File: config.mk
export PLATFORM = sky130hd
export DESIGN_NAME = clipped_alpha_blit
export DESIGN_NICKNAME = d
export VERILOG_FILES = /design/src/hw/rtl/cab_pkg.sv /design/src/hw/rtl/cab_blend_lane.sv /design/src/hw/rtl/clipped_alpha_blit.sv
export SDC_FILE = /design/constraint.sdc
export NUM_CORES = 2
export LEC_CHECK = 0
export BUFFER_PORTS_ARGS = -buffer_cell sky130_fd_sc_hd__buf_2
export CORE_MARGIN = 5
export CORE_UTILIZATION = 51
export DETAILED_ROUTE_END_ITERATION = 10
export PLACE_DENSITY = 0.72
export SLEW_MARGIN = 10
export SYNTH_ARGS = -nofsm -noshare
export SYNTH_HDL_FRONTEND = slang
export SYNTH_SLANG_ARGS = --single-unit
File: constraint.sdc
create_clock -name clk -period 6 [get_ports clk]
set_input_delay 0.9 -clock clk [delete_from_list [all_inputs] [get_ports clk]]
set_output_delay 0.9 -clock clk [all_outputs]
set_load 0.1 [all_outputs]
File: src/hw/rtl/cab_pkg.sv
`timescale 1ns / 1ps
`default_nettype none

package cab_pkg;

    // register map
    localparam int CFG_INDEX_W = 3;
    localparam int CFG_DATA_W  = 15;

    localparam logic [CFG_INDEX_W-1:0] REG_X_ORIGIN      = 3'd0;
    localparam logic [CFG_INDEX_W-1:0] REG_Y_ORIGIN      = 3'd1;
    localparam logic [CFG_INDEX_W-1:0] REG_FRAME_WIDTH   = 3'd2;
    localparam logic [CFG_INDEX_W-1:0] REG_FRAME_HEIGHT  = 3'd3;
    localparam logic [CFG_INDEX_W-1:0] REG_FRAME_PITCH   = 3'd4;
    localparam logic [CFG_INDEX_W-1:0] REG_SPRITE_HEIGHT = 3'd5;

    // field widths
    localparam int ORIGIN_W = 13;
    localparam int FDIM_W   = 13;
    localparam int PITCH_W  = 15;
    localparam int SDIM_W   = 11;
    localparam int COORD_W  = 10;
    localparam int POS_W    = 14;
    localparam int ADDR_W   = 26;
    localparam int CH_W     = 8;
    localparam int PROD_W   = 2 * CH_W;

    // limits
    localparam logic [FDIM_W-1:0] MAX_FRAME_DIM  = 13'd4096;
    localparam logic [SDIM_W-1:0] MAX_SPRITE_DIM = 11'd1024;
    localparam int                PIXEL_BYTES    = 4;

    // reset values
    localparam logic [FDIM_W-1:0]  RST_FRAME_WIDTH   = 13'd640;
    localparam logic [FDIM_W-1:0]  RST_FRAME_HEIGHT  = 13'd480;
    localparam logic [PITCH_W-1:0] RST_FRAME_PITCH   = 15'd2560;
    localparam logic [SDIM_W-1:0]  RST_SPRITE_HEIGHT = 11'd16;

    localparam logic [CH_W-1:0]   CH_MAX    = 8'hFF;
    localparam logic [PROD_W-1:0] ROUND_ADD = 16'd127;

    // per-stage load enables
    typedef struct packed {
        logic s1;
        logic s2;
        logic s3;
    } stage_en_t;

endpackage

`default_nettype wire

File: src/hw/rtl/cab_blend_lane.sv
`timescale 1ns / 1ps
`default_nettype none

module cab_blend_lane (
    input  wire logic                    clk,
    input  wire cab_pkg::stage_en_t      en,
    input  wire logic [cab_pkg::CH_W-1:0] alpha,
    input  wire logic [cab_pkg::CH_W-1:0] src,
    input  wire logic [cab_pkg::CH_W-1:0] dest,
    output logic      [cab_pkg::CH_W-1:0] q
);
    import cab_pkg::*;

    logic [PROD_W-1:0] pd_reg, ps_reg;
    logic [PROD_W-1:0] pd_next, ps_next;
    logic [PROD_W-1:0] t_reg, t_next;
    logic [CH_W-1:0]   q_reg, q_next;
    logic [PROD_W-1:0] div_sum;

    // stage 1: the two weighted products
    assign pd_next = PROD_W'(CH_MAX - alpha) * PROD_W'(dest);
    assign ps_next = PROD_W'(alpha) * PROD_W'(src);

    // stage 2: sum plus rounding bias, never above 65152
    assign t_next = pd_reg + ps_reg + ROUND_ADD;

    // stage 3: floor(t / 255) as (t + (t >> 8) + 1) >> 8, exact below 65535
    assign div_sum = t_reg + (t_reg >> CH_W) + PROD_W'(1);
    assign q_next  = div_sum[PROD_W-1:CH_W];

    always_ff @(posedge clk)
    begin
        if (en.s1)
        begin
            pd_reg <= pd_next;
            ps_reg <= ps_next;
        end
        if (en.s2)
        begin
            t_reg <= t_next;
        end
        if (en.s3)
        begin
            q_reg <= q_next;
        end
    end

    assign q = q_reg;

endmodule

`default_nettype wire

File: src/hw/rtl/clipped_alpha_blit.sv
`timescale 1ns / 1ps
`default_nettype none
// an accepted input word is registered in stages 1, 2 and 3 before its result word is on the output
// throughput: one word per cycle while out_stall is low; three register stages, each advances when free
// stall: a stage holds when the one after it is full and held, bubbles fill up
// reset: valid bits cleared, registers back to 640x480 frame, pitch 2560,
// origin 0,0 and sprite height 16
module clipped_alpha_blit (
    input  wire logic                           clk,
    input  wire logic                           rst_n,
    // configuration
    input  wire logic                           cfg_write,
    input  wire logic [cab_pkg::CFG_INDEX_W-1:0] cfg_index,
    input  wire logic [cab_pkg::CFG_DATA_W-1:0]  cfg_data,
    // input channel
    input  wire logic                           in_valid,
    output logic                                in_stall,
    input  wire logic [cab_pkg::COORD_W-1:0]    src_col,
    input  wire logic [cab_pkg::COORD_W-1:0]    src_row,
    input  wire logic [31:0]                    src_pixel,
    input  wire logic [23:0]                    dest_pixel,
    // output channel
    output logic                                out_valid,
    input  wire logic                           out_stall,
    output logic                                visible,
    output logic      [cab_pkg::ADDR_W-1:0]     dest_address,
    output logic      [23:0]                    blended_pixel
);
    import cab_pkg::*;

    // configuration registers
    logic [ORIGIN_W-1:0] x_origin_reg, y_origin_reg;
    logic [FDIM_W-1:0]   frame_width_reg, frame_height_reg;
    logic [PITCH_W-1:0]  frame_pitch_reg;
    logic [SDIM_W-1:0]   sprite_height_reg;

    always_ff @(posedge clk or negedge rst_n)
    begin
        if (!rst_n)
        begin
            x_origin_reg      <= '0;
            y_origin_reg      <= '0;
            frame_width_reg   <= RST_FRAME_WIDTH;
            frame_height_reg  <= RST_FRAME_HEIGHT;
            frame_pitch_reg   <= RST_FRAME_PITCH;
            sprite_height_reg <= RST_SPRITE_HEIGHT;
        end
        else if (cfg_write)
        begin
            case (cfg_index)
                REG_X_ORIGIN:      x_origin_reg      <= cfg_data[ORIGIN_W-1:0];
                REG_Y_ORIGIN:      y_origin_reg      <= cfg_data[ORIGIN_W-1:0];
                REG_FRAME_WIDTH:   frame_width_reg   <= cfg_data[FDIM_W-1:0];
                REG_FRAME_HEIGHT:  frame_height_reg  <= cfg_data[FDIM_W-1:0];
                REG_FRAME_PITCH:   frame_pitch_reg   <= cfg_data[PITCH_W-1:0];
                REG_SPRITE_HEIGHT: sprite_height_reg <= cfg_data[SDIM_W-1:0];
                default:           ; // unknown index, write dropped
            endcase
        end
    end

    // saturated limits
    logic [FDIM_W-1:0] fw_sat, fh_sat;
    logic [SDIM_W-1:0] sh_sat;

    assign fw_sat = (frame_width_reg  > MAX_FRAME_DIM)  ? MAX_FRAME_DIM  : frame_width_reg;
    assign fh_sat = (frame_height_reg > MAX_FRAME_DIM)  ? MAX_FRAME_DIM  : frame_height_reg;
    assign sh_sat = (sprite_height_reg > MAX_SPRITE_DIM) ? MAX_SPRITE_DIM : sprite_height_reg;

    // pipeline control: a stage loads when it is empty or the next one loads
    logic      v1_reg, v2_reg, v3_reg;
    stage_en_t en;

    assign en.s3    = !v3_reg || !out_stall;
    assign en.s2    = !v2_reg || en.s3;
    assign en.s1    = !v1_reg || en.s2;
    assign in_stall = !en.s1;

    always_ff @(posedge clk or negedge rst_n)
    begin
        if (!rst_n)
        begin
            v1_reg <= 1'b0;
            v2_reg <= 1'b0;
            v3_reg <= 1'b0;
        end
        else
        begin
            if (en.s1)
            begin
                v1_reg <= in_valid;
            end
            if (en.s2)
            begin
                v2_reg <= v1_reg;
            end
            if (en.s3)
            begin
                v3_reg <= v2_reg;
            end
        end
    end

    // stage 1: screen position, two's complement in 14 bits
    // x = x_origin + col, y = y_origin + height - 1 - row (bottom-up flip)
    logic [POS_W-1:0] x1_reg, x1_next;
    logic [POS_W-1:0] y1_reg, y1_next;

    assign x1_next = {x_origin_reg[ORIGIN_W-1], x_origin_reg}
                   + POS_W'(src_col);
    assign y1_next = {y_origin_reg[ORIGIN_W-1], y_origin_reg}
                   + POS_W'(sh_sat) - POS_W'(1) - POS_W'(src_row);

    always_ff @(posedge clk)
    begin
        if (en.s1)
        begin
            x1_reg <= x1_next;
            y1_reg <= y1_next;
        end
    end

    // stage 2: clip test and row offset product
    localparam int XC_W = FDIM_W - 1;   // a visible x is below 4096
    localparam int PROD_A_W = XC_W + PITCH_W;

    logic              vis2_reg, vis2_next;
    logic [XC_W-1:0]   x2_reg;
    logic [ADDR_W-1:0] yp2_reg, yp2_next;
    logic [PROD_A_W-1:0] yp_full;

    assign vis2_next = !x1_reg[POS_W-1] && (x1_reg[FDIM_W-1:0] < fw_sat)
                    && !y1_reg[POS_W-1] && (y1_reg[FDIM_W-1:0] < fh_sat);

    // y of a visible pixel fits in 12 bits, address wraps at 26 bits
    assign yp_full  = PROD_A_W'(y1_reg[XC_W-1:0]) * PROD_A_W'(frame_pitch_reg);
    assign yp2_next = yp_full[ADDR_W-1:0];

    always_ff @(posedge clk)
    begin
        if (en.s2)
        begin
            vis2_reg <= vis2_next;
            x2_reg   <= x1_reg[XC_W-1:0];
            yp2_reg  <= yp2_next;
        end
    end

    // stage 3: byte address, zero for clipped pixels
    logic              vis3_reg;
    logic [ADDR_W-1:0] addr3_reg, addr3_next;

    assign addr3_next = vis2_reg
                      ? (ADDR_W'(x2_reg) * ADDR_W'(PIXEL_BYTES) + yp2_reg)
                      : '0;

    always_ff @(posedge clk)
    begin
        if (en.s3)
        begin
            vis3_reg  <= vis2_reg;
            addr3_reg <= addr3_next;
        end
    end

    // color lanes run alongside the address path, one per channel
    logic [CH_W-1:0] red_q, green_q, blue_q;

    cab_blend_lane u_lane_red (
        .clk   (clk),
        .en    (en),
        .alpha (src_pixel[31:24]),
        .src   (src_pixel[23:16]),
        .dest  (dest_pixel[23:16]),
        .q     (red_q)
    );

    cab_blend_lane u_lane_green (
        .clk   (clk),
        .en    (en),
        .alpha (src_pixel[31:24]),
        .src   (src_pixel[15:8]),
        .dest  (dest_pixel[15:8]),
        .q     (green_q)
    );

    cab_blend_lane u_lane_blue (
        .clk   (clk),
        .en    (en),
        .alpha (src_pixel[31:24]),
        .src   (src_pixel[7:0]),
        .dest  (dest_pixel[7:0]),
        .q     (blue_q)
    );

    // outputs straight from the last stage
    assign out_valid     = v3_reg;
    assign visible       = vis3_reg;
    assign dest_address  = addr3_reg;
    assign blended_pixel = vis3_reg ? {red_q, green_q, blue_q} : '0;

endmodule

`default_nettype wire
Yosys cells after proc, flatten, opt, wreduce, memory -nomap -nowiden
Index checks and enable logic that the tools add are counted.
W data, S select, Z words.

cells by class
  add/sub/neg operators = 18
  $mul = 7
  order comparisons = 5
  eq/ne operators = 5
  muxes and demuxes = 4
  reduce and logical (&&, ||, !) cells = 20

operators by type and width
  kind                     count
  $add A16 B1 Y16 const B  3
  $add A16 B16 Y16         3
  $add A16 B7 Y16 const B  3
  $add A16 B8 Y16          3
  $mul A16 B8 Y16          3
  $mul A8 B8 Y16           3
  $add A14 B26 Y26         1
  $gt A13 B13 Y1 const B   2
  $lt A13 B13 Y1           2
  $mul A12 B15 Y26         1
  $mux W13                 2
  $mux W24                 1
  $add A13 B11 Y14         1
  $add A13 B12 Y14         1
  $sub A14 B1 Y14 const B  1
  $sub A14 B10 Y14         1
  $reduce_and A2 Y1        6
  $gt A11 B11 Y1 const B   1
  $mux W11                 1
  $sub A8 B8 Y9 const A    1
  $logic_not A1 Y1         7
  $eq A3 B2 Y1 const B     2
  $eq A3 B3 Y1 const B     2
  $eq A3 B1 Y1 const B     1
  3 further kinds          7

word-level totals
  register bits after elaboration = 343

Logic depth before layout (Yosys ltp)
  word-level depth = 6
  depth in mapped cells = 21
  gate-level depth less buffers = 19

Modules after synthesis
From an unflattened synthesis, not the netlist that was laid out.

second synthesis, totals
  cells, all modules = 3690
  area, all modules = 36653.9 sq um

by module, submodules not included
  module                            instances  cells an instance  area an instance (sq um)
  cab_blend_lane (u_lane_blue ...)  2          766                7394.6
  clipped_alpha_blit                1          1436               14686.6
  cab_blend_lane (u_lane_red)       1          722                7178.1

Worst setup path before layout
OpenSTA, ideal clock, no wires.

  kind = register to output
  from = register v3_reg, in the netlist out_valid
  to = output port in_stall
  arrival time = 7196 ps
  required time = 5100 ps
  setup slack = -2096 ps
  stages on the path, launching flop included = 3
  cell sequence = dfrtp_1 nand4_1 inv_1

between the ends
  cells in the longest elaborated chain, start to end = 5

ends and longest elaborated chain
  what                      line                      text
  start: declaration        clipped_alpha_blit.sv:71  logic v1_reg, v2_reg, v3_reg;
  start signal: assignment  clipped_alpha_blit.sv:99  v3_reg <= v2_reg;
  $logic_not A1 Y1          clipped_alpha_blit.sv:74  assign en.s3 = !v3_reg || !out_stall;
  $logic_or A1 B1 Y1        clipped_alpha_blit.sv:74
  $logic_or A1 B1 Y1        clipped_alpha_blit.sv:75  assign en.s2 = !v2_reg || en.s3;
  $logic_or A1 B1 Y1        clipped_alpha_blit.sv:76  assign en.s1 = !v1_reg || en.s2;
  $logic_not A1 Y1          clipped_alpha_blit.sv:77  assign in_stall = !en.s1;
  end: declaration          clipped_alpha_blit.sv:17  output logic in_stall,

Every way passes these cells.

Worst setup path in the final report
  from = register y1_reg[4]
  to = register yp2_reg[25], data pin

between the ends
  cells in the longest elaborated chain, start to end = 1

ends and longest elaborated chain
  what                      line                       text
  start: declaration        clipped_alpha_blit.sv:107  logic [POS_W-1:0] y1_reg, y1_next;
  start signal: assignment  clipped_alpha_blit.sv:119  y1_reg <= y1_next;
  $mul A12 B15 Y26          clipped_alpha_blit.sv:136  assign yp_full = PROD_A_W'(y1_reg[XC_W-1:0]) * PROD_A_W'(frame_pitch_reg);
  net yp_full[25]           clipped_alpha_blit.sv:130  logic [PROD_A_W-1:0] yp_full;
  end signal: assignment    clipped_alpha_blit.sv:145  yp2_reg <= yp2_next;
  end: declaration          clipped_alpha_blit.sv:129  logic [ADDR_W-1:0] yp2_reg, yp2_next;

The timed path passes the listed nets, and every way through them passes these cells.
A chain may end at the register's enable or synchronous reset.

==> flow_results.org <==
** STA
- Achievable Freq :: between 0.15 and 0.2 GHz
- At the pin with the least slew margin, the transition time is 1.15 ns.
- Measured against its own limit, the worst slew margin works out to 0.228.
- The final count of hold timing violations is 0.
- Between clock sinks in the finished design, the worst skew comes to 0.0251 ns.
- The total count of max-transition violations in the final report came to 0.
- RSZ-0062 raised after global routing :: false
- Final worst-path cycle share :: 0.928
- Setup-failing EPs final :: 0
- The smallest clock period supported by the final layout is computed as 5.57 ns.

** Synthesis
- Yosys mapped the design onto 78 distinct sky130hd cell types.
- The synthesized netlist occupies a cell area of 35600 um^2.
- Synthesis produced a netlist whose cell count is roughly 3500.
- Among all flip-flop cells after synthesis, the most frequent one is sky130_fd_sc_hd__edfxtp_1.
- Of the synthesized area, sequential elements account for 0.278.
- After synthesis, the mean cell area works out to slightly above 10 um^2.
- Counting every net in the synthesized netlist gives 4420.
- Total of warnings raised by yosys :: 0
- The synthesized design contains between 200 and 300 enable-type register cells.
- Summed over all instances, the cell type with the most area after synthesis is sky130_fd_sc_hd__edfxtp_1.
- The share of synthesized area in the top cell type comes to 0.221.
- Biggest area contributors in the synthesized netlist :: sky130_fd_sc_hd__edfxtp_1 (22%), sky130_fd_sc_hd__fa_1 (20%), sky130_fd_sc_hd__ha_1 (16%), sky130_fd_sc_hd__inv_1 (6.4%), sky130_fd_sc_hd__dfrtp_1 (5.1%)
- Counting flops and latches in the post-synthesis netlist gives 343.
- Async SR Flop Fraction :: 0.236

** Worst hold path
- Hold WC Path Type :: input pin to asynchronous set/reset pin

** Clock network
- TritonCTS clock tree :: built
- The longest clock path from root to sink contains 3 buffers.
- In this run the post-CTS setup repair buffer count came out at 0.
- H-tree Lvls :: 2
- After clock tree synthesis, the repair step resized 0 gates.
- Clk_lat worst skew :: 0.58 ns
- The tree is rooted in a sky130_fd_sc_hd__clkbuf_16.
- The clock drives approximately 340 sinks.
- CTS clk-pin slew, worst paths :: approximately 0.060 ns
- CTS buffer count :: 42
- Hold buffer count at CTS :: 0

** Worst setup path
- The endpoint identified for the worst register-to-register timing path is yp2_reg[25].
- Slowest stage cell, crit path :: sky130_fd_sc_hd__edfxtp_1
- STA classifies the critical path endpoint as a register.
- The signal on the critical path passes through nand2_1 -> fa_1 -> fa_1 -> inv_1 -> fa_1 -> fa_1 -> inv_1 -> fa_1 -> inv_1 -> ha_1 -> nand4_1 -> nor3_1 -> a2111oi_4 -> a211oi_2 -> o21bai_1 -> a21oi_1 -> xnor2_1.
- Measured in cells, the most critical reg-to-reg path has a length of 17.
- Worst reg2reg setup slack :: 0.43 ns
- Among the stages of the critical path, the cell type that occurs most often is sky130_fd_sc_hd__fa_1.
- Required @ worst endpoint :: 6.31 ns
- Reg-to-reg critical path startpoint :: y1_reg[4]
- Startpoint type of the worst setup path :: register
- Worst Setup Path Type :: register to register
- Critical Path Fanout Max :: 16
- Arrival time reported for the critical path endpoint :: 5.87 ns
- CP peak stage delay :: about 0.8 ns

** GRT
- The via count of the first global-routing pass came to 25300.
- In the global route stage, met3 resource usage came out at 0.0280.
- Grt total ovfl :: 0
- For this run, global-route usage on met1 was measured as 0.293.
- The global routing stage identified its most utilized layer as met2.
- In the global route stage, met2 resource usage came out at 0.349.
- GRT Total Usage :: 0.211
- The initial antenna violation count came to 7.
- First-pass GRT wire length :: 128000 um
- Largest net degree at the start of global routing :: 126

** Drt
- After detailed routing, the number of vias per cell comes to 5.25.
- The first detailed-routing pass ran for 5 iterations.
- Count of unresolved DRC violations after routing :: 0
- The routed layout has 24300 vias.
- Violation count after the first detailed-route iteration :: around 1400
- Dividing the detail-routed wire length by the instance count gives 16.8 um.
- Final wirelength :: 77800 um
- In this run the remaining antenna-violating nets after routing total 0.

** Placement
- Hpwl dp :: 61100 um
- Standard cell area after detailed placement :: 37500 um^2
- The congestion estimate from routability-driven global placement came to 0.848.
- I/O Buffers :: 151

** Finish
- At the end of the flow, the number of nets in the layout was 4560.
- Summing all non-filler instances in the final layout gives an area of just under 40000 um^2.
- Layout cells sized above 1 :: 0.0947
- The top cell types in the final layout, fill and taps aside, are sky130_fd_sc_hd__inv_1 (607), sky130_fd_sc_hd__ha_1 (445), sky130_fd_sc_hd__fa_1 (361).
- Area overhead of the layout relative to synthesis :: 9.26%
- After filler insertion, the fill cell instance count of the layout stands at just over 6000.
- Most frequent standard cell in the layout excluding fill and tap cells :: sky130_fd_sc_hd__inv_1

** Floorplan
- Die X :: ~270 um
- The die covers 75100 um^2.
- I/O pin cnt :: 152
- The initial utilization of the core area, before any placement, comes to 0.516.
- In this run the vertical extent of the chip is around 270 um.
- The floorplan has 96 rows.
- CORE AREA :: between 60000 and 70000 um^2

** Run
- Total of max-cap violations :: 0

** Status
- The flow ran to the end, and the final reports show no timing, DRC or antenna violations.
-- cells in the mapped netlist (7+ instances only) --
master	number
sky130_fd_sc_hd__a211oi_1	12
sky130_fd_sc_hd__a21o_1	35
sky130_fd_sc_hd__a21oi_1	124
sky130_fd_sc_hd__a31oi_1	7
sky130_fd_sc_hd__and2_1	215
sky130_fd_sc_hd__and3_1	17
sky130_fd_sc_hd__clkbuf_1	79
sky130_fd_sc_hd__dfrtp_1	72
sky130_fd_sc_hd__dfstp_2	9
sky130_fd_sc_hd__edfxtp_1	262
sky130_fd_sc_hd__fa_1	361
sky130_fd_sc_hd__ha_1	445
sky130_fd_sc_hd__inv_1	607
sky130_fd_sc_hd__mux2_2	61
sky130_fd_sc_hd__mux2i_1	7
sky130_fd_sc_hd__nand2_1	317
sky130_fd_sc_hd__nand2b_1	107
sky130_fd_sc_hd__nand3_1	35
sky130_fd_sc_hd__nand4_1	18
sky130_fd_sc_hd__nor2_1	100
sky130_fd_sc_hd__nor2b_1	143
sky130_fd_sc_hd__nor3_1	31
sky130_fd_sc_hd__nor4_1	15
sky130_fd_sc_hd__o211ai_1	13
sky130_fd_sc_hd__o21a_1	39
sky130_fd_sc_hd__o21ai_0	73
sky130_fd_sc_hd__o21ai_1	8
sky130_fd_sc_hd__o31ai_1	12
sky130_fd_sc_hd__or2_2	11
sky130_fd_sc_hd__or3_1	15
sky130_fd_sc_hd__xnor2_1	145
sky130_fd_sc_hd__xor2_1	35
-- routing by layer --
| layer | vias to the layer above | part of all wire |
|---|---|---|
| li1 | 11700 | - |
| met4 | 2 | 0.028 |
| met5 | - | 0.00014 |
| met2 | 595 | 0.46 |
| met3 | 134 | 0.058 |
| met1 | 11900 | 0.45 |
-- layout make-up --
| type | count | area, um^2 | share of cell area |
|---|---|---|---|
| diodes | 6 | 15.0 | 0.000386 |
| clock buffers | 55 | 1130 | 0.0291 |
| clock inverters | 21 | 235 | 0.00605 |
| inverters | 608 | 2280 | 0.0587 |
| multi-input cells | 2476 | 23100 | 0.594 |
| flip-flops and latches | 343 | 9910 | 0.255 |
| well taps | 931 | 1160 | 0.0300 |
| repair buffers | 184 | 1030 | 0.0265 |
-- through the flow --
step | setup slack (ns) | util | TNS [ns] | hold slack (ns) | std cells
4_1_cts | 0.435 | 0.564 | 0 | 0.101 | 4618
6_report | 0.434 | 0.564 | 0 | 0.128 | 4624
3_5_place_dp | 0.325 | 0.544 | 0 | 0.456 | 4542
3_3_place_gp | 0.475 | 0.544 | 0 | 0.454 | 4542
5_1_grt | 0.133 | 0.564 | 0 | 0.111 | 4623
2_1_floorplan | -1.75 | - | -1.75 | 0.428 | 3515
-- critical path, delay by kind of cell, from the launching register on --
family,cells,cell delay (ns)
simple gates,3,0.60
compound gates,4,0.74
buf+inv,3,0.15
fa+ha+maj,6,2.93
xor+xnor,1,0.10
flops,1,0.79
-- how the worst max path moves through the flow --
stage | start | end | slack [ns] | cells after the start
after floorplan | out_stall | in_stall | -1.75 | 2
after global placement | src_pixel[27] | u_lane_red.ps_reg[14] | 0.47 | 17
after detailed placement | src_pixel[27] | u_lane_red.ps_reg[14] | 0.32 | 17
after CTS | y1_reg[4] | yp2_reg[25] | 0.44 | 17
after global routing | y1_reg[4] | yp2_reg[23] | 0.13 | 17
final | y1_reg[4] | yp2_reg[25] | 0.43 | 17
-- cells by family after synthesis --
kind of cell | Yosys count | share of synthesized area
simple gates | 1037 | 0.152
fa+ha+maj | 806 | 0.360
flops | 343 | 0.278
xor+xnor | 180 | 0.0443
compound gates | 385 | 0.0710
buf+inv | 696 | 0.0736
mux | 68 | 0.0213
Power is left out: the tool's default activity adds up to more than one toggle a clock period on the data nets, which glitch-free logic cannot reach.
